[config.mk]
export PLATFORM = sky130hd
export DESIGN_NAME = length_prefixed_deframer
export DESIGN_NICKNAME = d
export VERILOG_FILES = /design/src/rtl/core/ldf_pkg.sv /design/src/rtl/core/ldf_front.sv /design/src/rtl/core/ldf_queue.sv /design/src/rtl/core/ldf_back.sv /design/src/rtl/core/length_prefixed_deframer.sv
export SDC_FILE = /design/constraint.sdc
export NUM_CORES = 1
export LEC_CHECK = 0
export BUFFER_PORTS_ARGS = -buffer_cell sky130_fd_sc_hd__buf_2
export CORE_MARGIN = 1
export CORE_UTILIZATION = 50
export CTS_CLUSTER_SIZE = 12
export DETAILED_ROUTE_END_ITERATION = 10
export PLACE_DENSITY = 0.76
export SYNTH_ARGS = -nofsm -noshare
export SYNTH_HDL_FRONTEND = slang
export SYNTH_SLANG_ARGS = --single-unit
[constraint.sdc]
create_clock -name clock -period 8.9 [get_ports clock]
set_clock_uncertainty 0.15 [all_clocks]
set_input_delay 2.225 -clock clock [delete_from_list [all_inputs] [get_ports clock]]
set_output_delay 2.225 -clock clock [all_outputs]
set_load 0.05 [all_outputs]
[src/rtl/core/ldf_pkg.sv]
`timescale 1ns / 1ps

package ldf_pkg;

   localparam int HEADER_BYTES = 4;
   localparam int QUEUE_DEPTH  = HEADER_BYTES + 1;

   localparam int HDR_IDX_W = $clog2(HEADER_BYTES);
   localparam int PTR_W     = $clog2(QUEUE_DEPTH);
   localparam int CNT_W     = $clog2(QUEUE_DEPTH + 1);

   localparam logic [15:0] HDR_LEN         = 16'(HEADER_BYTES);
   localparam logic [15:0] HDR_LEN_M1      = 16'(HEADER_BYTES - 1);
   localparam logic [15:0] MAX_SIZE_RESET  = 16'd1024;

   typedef struct packed {
      logic [7:0] rx_byte;
      logic       chunk_last;
   } ldf_req_type;

   typedef struct packed {
      logic [7:0]  packet_byte;
      logic        packet_end;
      logic        bad_size;
      logic [15:0] packet_length;
   } ldf_rsp_type;

   typedef enum logic [1:0] {
      CMD_BODY,
      CMD_HEADER,
      CMD_BAD
   } ldf_cmd_kind_type;

   typedef struct packed {
      ldf_cmd_kind_type                 kind;
      logic [HEADER_BYTES-1:0][7:0]     data;
      logic                             last_flag;
      logic [15:0]                      length;
   } ldf_cmd_type;

   typedef struct packed {
      logic        valid;
      ldf_cmd_type cmd;
   } ldf_push_type;

   typedef struct packed {
      logic        valid;
      ldf_cmd_type cmd;
   } ldf_head_type;

endpackage

[src/rtl/core/ldf_front.sv]
`timescale 1ns / 1ps

module ldf_front import ldf_pkg::*; (
   input  logic         clock,
   input  logic         reset,
   input  logic         req_push,
   input  ldf_req_type  req_data,
   input  logic         queue_full,
   input  logic         csr_we,
   input  logic [15:0]  csr_wdata,
   output ldf_push_type push_out
);

   logic [15:0] bytes_taken_ff, bytes_taken_in;
   logic [15:0] expected_ff, expected_in;
   logic        dropping_ff, dropping_in;
   logic [15:0] max_size_ff;
   logic [7:0]  hdr_ff [HEADER_BYTES];
   logic        hdr_we;

   logic                         accept;
   logic [HEADER_BYTES-1:0][7:0] hdr_full;
   logic [15:0]                  decl_len;
   logic [15:0]                  eff_len;
   logic [15:0]                  taken_plus;

   assign accept = req_push && !queue_full;

   always_comb begin
      for (int i = 0; i < HEADER_BYTES; i++) begin
         hdr_full[i] = (i == HEADER_BYTES - 1) ? req_data.rx_byte : hdr_ff[i];
      end
   end

   assign decl_len   = {hdr_full[1], hdr_full[0]};
   assign eff_len    = (decl_len < HDR_LEN) ? HDR_LEN : decl_len;
   assign taken_plus = bytes_taken_ff + 16'd1;

   always_comb begin
      bytes_taken_in          = bytes_taken_ff;
      expected_in             = expected_ff;
      dropping_in             = dropping_ff;
      hdr_we                  = 1'b0;
      push_out.valid          = 1'b0;
      push_out.cmd.kind       = CMD_BODY;
      push_out.cmd.data       = hdr_full;
      push_out.cmd.last_flag  = 1'b0;
      push_out.cmd.length     = expected_ff;
      if (accept) begin
         if (dropping_ff) begin
            if (req_data.chunk_last) begin
               dropping_in = 1'b0;
            end
         end else if (bytes_taken_ff < HDR_LEN_M1) begin
            hdr_we         = 1'b1;
            bytes_taken_in = taken_plus;
         end else if (bytes_taken_ff == HDR_LEN_M1) begin
            push_out.valid      = 1'b1;
            push_out.cmd.length = eff_len;
            if (eff_len > max_size_ff) begin
               push_out.cmd.kind = CMD_BAD;
               bytes_taken_in    = 16'd0;
               expected_in       = 16'd0;
               dropping_in       = !req_data.chunk_last;
            end else begin
               push_out.cmd.kind      = CMD_HEADER;
               push_out.cmd.last_flag = (eff_len == HDR_LEN);
               expected_in            = eff_len;
               bytes_taken_in         = (eff_len == HDR_LEN) ? 16'd0 : HDR_LEN;
            end
         end else begin
            push_out.valid       = 1'b1;
            push_out.cmd.data[0] = req_data.rx_byte;
            if (taken_plus >= expected_ff) begin
               push_out.cmd.last_flag = 1'b1;
               bytes_taken_in         = 16'd0;
            end else begin
               bytes_taken_in = taken_plus;
            end
         end
      end
   end

   always_ff @(posedge clock) begin
      if (reset) begin
         bytes_taken_ff <= 16'd0;
         expected_ff    <= 16'd0;
         dropping_ff    <= 1'b0;
         max_size_ff    <= MAX_SIZE_RESET;
      end else begin
         bytes_taken_ff <= bytes_taken_in;
         expected_ff    <= expected_in;
         dropping_ff    <= dropping_in;
         if (csr_we) begin
            max_size_ff <= csr_wdata;
         end
      end
   end

   always_ff @(posedge clock) begin
      if (hdr_we) begin
         hdr_ff[bytes_taken_ff[HDR_IDX_W-1:0]] <= req_data.rx_byte;
      end
   end

endmodule

[src/rtl/core/ldf_queue.sv]
`timescale 1ns / 1ps

module ldf_queue import ldf_pkg::*; (
   input  logic         clock,
   input  logic         reset,
   input  ldf_push_type push_in,
   input  logic         pop,
   output logic         full,
   output ldf_head_type head
);

   ldf_cmd_type      mem_ff [QUEUE_DEPTH];
   logic [PTR_W-1:0] wr_ptr_ff, wr_ptr_in;
   logic [PTR_W-1:0] rd_ptr_ff, rd_ptr_in;
   logic [CNT_W-1:0] count_ff, count_in;
   logic             do_push;
   logic             do_pop;

   assign full       = (count_ff == CNT_W'(QUEUE_DEPTH));
   assign head.valid = (count_ff != '0);
   assign head.cmd   = mem_ff[rd_ptr_ff];

   assign do_push = push_in.valid && !full;
   assign do_pop  = pop && head.valid;

   always_comb begin
      wr_ptr_in = wr_ptr_ff;
      rd_ptr_in = rd_ptr_ff;
      count_in  = count_ff;
      if (do_push) begin
         wr_ptr_in = (wr_ptr_ff == PTR_W'(QUEUE_DEPTH - 1)) ? '0 : wr_ptr_ff + 1'b1;
      end
      if (do_pop) begin
         rd_ptr_in = (rd_ptr_ff == PTR_W'(QUEUE_DEPTH - 1)) ? '0 : rd_ptr_ff + 1'b1;
      end
      if (do_push && !do_pop) begin
         count_in = count_ff + 1'b1;
      end else if (do_pop && !do_push) begin
         count_in = count_ff - 1'b1;
      end
   end

   always_ff @(posedge clock) begin
      if (reset) begin
         wr_ptr_ff <= '0;
         rd_ptr_ff <= '0;
         count_ff  <= '0;
      end else begin
         wr_ptr_ff <= wr_ptr_in;
         rd_ptr_ff <= rd_ptr_in;
         count_ff  <= count_in;
      end
   end

   always_ff @(posedge clock) begin
      if (do_push) begin
         mem_ff[wr_ptr_ff] <= push_in.cmd;
      end
   end

endmodule

[src/rtl/core/ldf_back.sv]
`timescale 1ns / 1ps

module ldf_back import ldf_pkg::*; (
   input  logic         clock,
   input  logic         reset,
   input  ldf_head_type head,
   output logic         pop,
   output logic         rsp_empty,
   input  logic         rsp_pop,
   output ldf_rsp_type  rsp_data
);

   logic [HDR_IDX_W-1:0] beat_ff, beat_in;
   logic                 out_valid_ff, out_valid_in;
   ldf_rsp_type          out_ff;
   ldf_rsp_type          result;
   logic                 load;
   logic                 last_beat;

   assign load      = head.valid && (!out_valid_ff || rsp_pop);
   assign last_beat = (head.cmd.kind != CMD_HEADER) ||
                      (beat_ff == HDR_IDX_W'(HEADER_BYTES - 1));
   assign pop       = load && last_beat;

   always_comb begin
      result.packet_length = head.cmd.length;
      unique case (head.cmd.kind)
         CMD_HEADER: begin
            result.packet_byte = head.cmd.data[beat_ff];
            result.packet_end  = head.cmd.last_flag &&
                                 (beat_ff == HDR_IDX_W'(HEADER_BYTES - 1));
            result.bad_size    = 1'b0;
         end
         CMD_BAD: begin
            result.packet_byte = 8'd0;
            result.packet_end  = 1'b0;
            result.bad_size    = 1'b1;
         end
         default: begin
            result.packet_byte = head.cmd.data[0];
            result.packet_end  = head.cmd.last_flag;
            result.bad_size    = 1'b0;
         end
      endcase
   end

   always_comb begin
      beat_in      = beat_ff;
      out_valid_in = out_valid_ff;
      if (load) begin
         beat_in      = last_beat ? '0 : beat_ff + 1'b1;
         out_valid_in = 1'b1;
      end else if (rsp_pop) begin
         out_valid_in = 1'b0;
      end
   end

   always_ff @(posedge clock) begin
      if (reset) begin
         beat_ff      <= '0;
         out_valid_ff <= 1'b0;
      end else begin
         beat_ff      <= beat_in;
         out_valid_ff <= out_valid_in;
      end
   end

   always_ff @(posedge clock) begin
      if (load) begin
         out_ff <= result;
      end
   end

   assign rsp_empty = !out_valid_ff;
   assign rsp_data  = out_ff;

endmodule

[src/rtl/core/length_prefixed_deframer.sv]
// A body request is stored in the command queue, then in the output register. Each
// header in the size limit gives HEADER_BYTES results on consecutive cycles while
// rsp_pop holds, an oversized one a bad_size result; one request is taken per cycle
// unless full; the HEADER_BYTES + 1 entry queue absorbs backlog as a header drains.
// Reset is synchronous and active high; it empties the queue, clears the framing
// state and sets the maximum packet size to 1024.
`timescale 1ns / 1ps

module length_prefixed_deframer import ldf_pkg::*; (
   input  logic        clock,
   input  logic        reset,
   input  logic        req_push,
   output logic        req_full,
   input  ldf_req_type req_data,
   output logic        rsp_empty,
   input  logic        rsp_pop,
   output ldf_rsp_type rsp_data,
   input  logic        csr_we,
   input  logic [15:0] csr_wdata
);

   ldf_push_type push_cmd;
   ldf_head_type head;
   logic         queue_pop;

   ldf_front u_front (
      .clock      (clock),
      .reset      (reset),
      .req_push   (req_push),
      .req_data   (req_data),
      .queue_full (req_full),
      .csr_we     (csr_we),
      .csr_wdata  (csr_wdata),
      .push_out   (push_cmd)
   );

   ldf_queue u_queue (
      .clock   (clock),
      .reset   (reset),
      .push_in (push_cmd),
      .pop     (queue_pop),
      .full    (req_full),
      .head    (head)
   );

   ldf_back u_back (
      .clock     (clock),
      .reset     (reset),
      .head      (head),
      .pop       (queue_pop),
      .rsp_empty (rsp_empty),
      .rsp_pop   (rsp_pop),
      .rsp_data  (rsp_data)
   );

endmodule

==> flow_summary.json <==
{
  "outcome": "finished clean",
  "grt_use_met1_pct": 30.1,
  "yosys_warnings": 0,
  "grt.overflow.total": 0,
  "dp_hpwl_mm": 19.7,
  "avgSynthCellArea_um2": 15.5,
  "critPathCaptureType": "flip-flop",
  "die_w_um": 178,
  "maxCapViolCount": 0,
  "final_area_um2": 17400,
  "cp_data_required_time_ns": 9.19,
  "initial_core_util_pct": 50.9,
  "ys.flop_type": "edfxtp_1",
  "cts_tree": "built",
  "port_buffers": 57,
  "dp.cells": 1411,
  "reg2reg_to": "u_queue.mem_ff[1][16]",
  "syn-cell-area_um2": 15600,
  "fin_setup_tns_ns": 0,
  "rsz0062_at_grt": "false",
  "post_cts_buffers": 0,
  "antenna_found_initial": 0,
  "yosysUniqueCellTypes": 61,
  "vias_per_cell": 5.91,
  "multi_input_area_um2": 4670,
  "min_to": "u_front.dropping_ff",
  "hold_violations": 0,
  "wl_mm": 32.7,
  "cts_buffers": 39,
  "drv_slew": 0,
  "hold_depth": 1,
  "cts_hold_buf": 0,
  "max_freq_mhz": 240,
  "clock_power_share_pct": 33.6,
  "vdd_drop_max_mv": 0.149,
  "dieArea_um2": 31800,
  "grt_max_degree": 57,
  "gr-usage-all-layers_pct": 21.2,
  "reg2reg_depth": 12,
  "startpoint_type": "primary input",
  "p_per_area_nw_per_um2": 266,
  "syn_inst": 1005,
  "max_slew_margin_pct": 19.9,
  "grt_util_met3_pct": 3.35,
  "clock-sinks": 369,
  "h-tree-depth": 2,
  "worstReg2RegStart": "u_front.hdr_ff[1][7]",
  "crit_arrival_ns": 4.46,
  "area_growth_pct": 11.9,
  "p_leak_nw": 5.92,
  "final_antenna_net_count": 0,
  "p_sw_mw": 1.31,
  "cts_resized": 0,
  "crit_type": "primary input to flip-flop",
  "fin_crit_sh_pct": 46.9,
  "worstMarginPinSlew_ns": 1.20,
  "cts_root_buffer": "clkbuf_16",
  "total_power_mw": 4.63,
  "grt_pass1_wl_mm": 50.3,
  "drive_above_1_share_pct": 21.7,
  "layout.nets": 1131,
  "finalSetupViolations": 0,
  "yosys.area.top_type": "edfxtp_1",
  "top_usage_layer": "met2",
  "fin_cells": 1476,
  "switching_share_pct": 28.4,
  "clk-insertion-delay-late_ns": 0.53,
  "routabilityCongestion": 0.810,
  "register_area_um2": 10400,
  "avgRoutedWirePerCell_um": 22.2,
  "coreArea_um2": 30600,
  "ys_top_cells_by_area": "edfxtp_1 59%, mux4_2 8.3%, dfxtp_1 8.2%",
  "internal_power_mw": 3.31,
  "regToRegSetupSlack_ns": 5.01,
  "use_met2_pct": 33.8,
  "n_antenna_cell": 0,
  "holdCritPathClass": "flip-flop to flip-flop",
  "dr.pass1.iters": 5,
  "fp.dieH_um": 178,
  "pwr-share-comb_pct": 21.1,
  "cts.clk_slew.worst_paths_ns": 0.06,
  "vias": 8729,
  "synth_top_area_share_pct": 58.9,
  "row_count": 64,
  "hold_start": "u_front.dropping_ff",
  "cp_max_fo": 14,
  "drt_iter0_drc": 763,
  "cts.path.max_buffers": 3,
  "synthArstFlopShare_pct": 0,
  "fin_util_pct": 56.9,
  "seq_area_frac_synth_pct": 67.1,
  "placed_area_um2": 16200,
  "io_pins": 58,
  "yosys_register_bits": 369,
  "drc": 0,
  "grt_pass1_vias": 8736,
  "fill_cells": 2318,
  "synth-edff-count": 305,
  "min_period_ns": 4.17,
  "pwr-share-seq_pct": 45.3,
  "synth_fp_nets": 1080
}
## flip-flops by register name, summed over array words and instances (netlist names), named ones only
register                flops
u_queue.wr_ptr_ff           3
u_queue.mem_ff            255
u_back.out_valid_ff         1
u_queue.rd_ptr_ff           3
u_front.max_size_ff        16
u_queue.count_ff            3
u_front.bytes_taken_ff     16
u_back.rsp_data            26
u_front.expected_ff        16
u_front.dropping_ff         1
u_back.beat_ff              2
u_front.hdr_ff             24
## Yosys cell counts (all sizes together), types with 6 or more instances
library cell and instances:
inv 48, ha 44, nand2b 6, nand4 11
o211ai 19, xor2 9, a21oi 42, nand3 12
nor2 57, nor4 10, buf 26, clkbuf 35
a21o 6, mux2 37, mux4 57, nor3 17
nand2 75, xnor2 12, mux2i 31, dfxtp 64
edfxtp 305, o21ai 21, a2111oi 6
## critical path, cell delays in order
cell     delay (ns)
buf_2          0.12
and3b_1        0.23
o21ai_1        0.38
inv_1          0.24
ha_1           0.21
inv_1          0.06
fa_1           0.37
xor2_1         0.16
or3_1          0.31
a21oi_1        0.15
## metrics by stage
step                      hold WS (ns)  worst slack (ns)
after floorplan                  0.291            0.0565
after global placement           0.307              4.31
after detailed placement         0.312              4.23
after CTS                        0.328              4.76
after global routing             0.343              4.60
final                            0.328              4.73
## cell type report
cell class,instances,area share (%)
multi-input cells,525,26.8
flip-flops and latches,369,60.0
repair buffers,71,2.24
well taps,396,2.85
clock buffers,54,6.17
clock inverters,11,0.805
inverters,50,1.08
## how the worst max path moves through the flow
stage                  start  slack, ns                     to
global route        req_push       4.60    u_queue.count_ff[2]
global placement    req_push       4.31  u_queue.mem_ff[4][15]
finish              req_push       4.73    u_queue.count_ff[2]
CTS                 req_push       4.76   u_queue.mem_ff[1][1]
detailed placement  req_push       4.23   u_queue.mem_ff[0][1]
floorplan           req_push       0.06   u_queue.mem_ff[4][0]
## routing by layer
layer / wire length, um / share of wire (%)
met3: 2290 / 7.0
met2: 15300 / 47
met5: 0 / 0
met4: 877 / 2.7
met1: 14200 / 43
## logic make-up after synthesis
kind of cell,after synthesis,share of synthesized area (%)
compound gates,116,4.80
fa+ha+maj,45,3.67
flops,369,67.1
xor+xnor,21,1.18
simple gates,218,7.15
buf+inv,111,3.18
mux,125,12.9
## power by group through the flow
stage          combinational [mW]  clock (mW)  sequential (mW)
6_report                    0.977        1.55             2.09
3_5_place_dp                0.974           0             2.13
5_1_grt                      1.04        1.63             2.11
4_1_cts                     0.982        1.57             2.10
3_3_place_gp                0.957           0             2.13
2_1_floorplan               0.469           0             2.23
## layout by cell type (no fill, tap or decap), types with 6 or more instances in the layout
master,n
buf_2,57
clkbuf_1,12
clkinv_1,6
a21oi_1,40
nor2_1,56
mux2_2,36
inv_1,48
clkbuf_16,40
nand2_1,74
a2111oi_0,6
xnor2_1,12
nand2b_1,6
nand3_1,12
xor2_1,9
nand4_1,10
buf_4,14
o211ai_1,19
nor3_1,17
mux4_2,57
dfxtp_1,61
ha_1,44
a21o_1,6
mux2i_1,31
o21ai_0,18
edfxtp_1,305
Note: power is estimated with default switching activity, not from simulation.
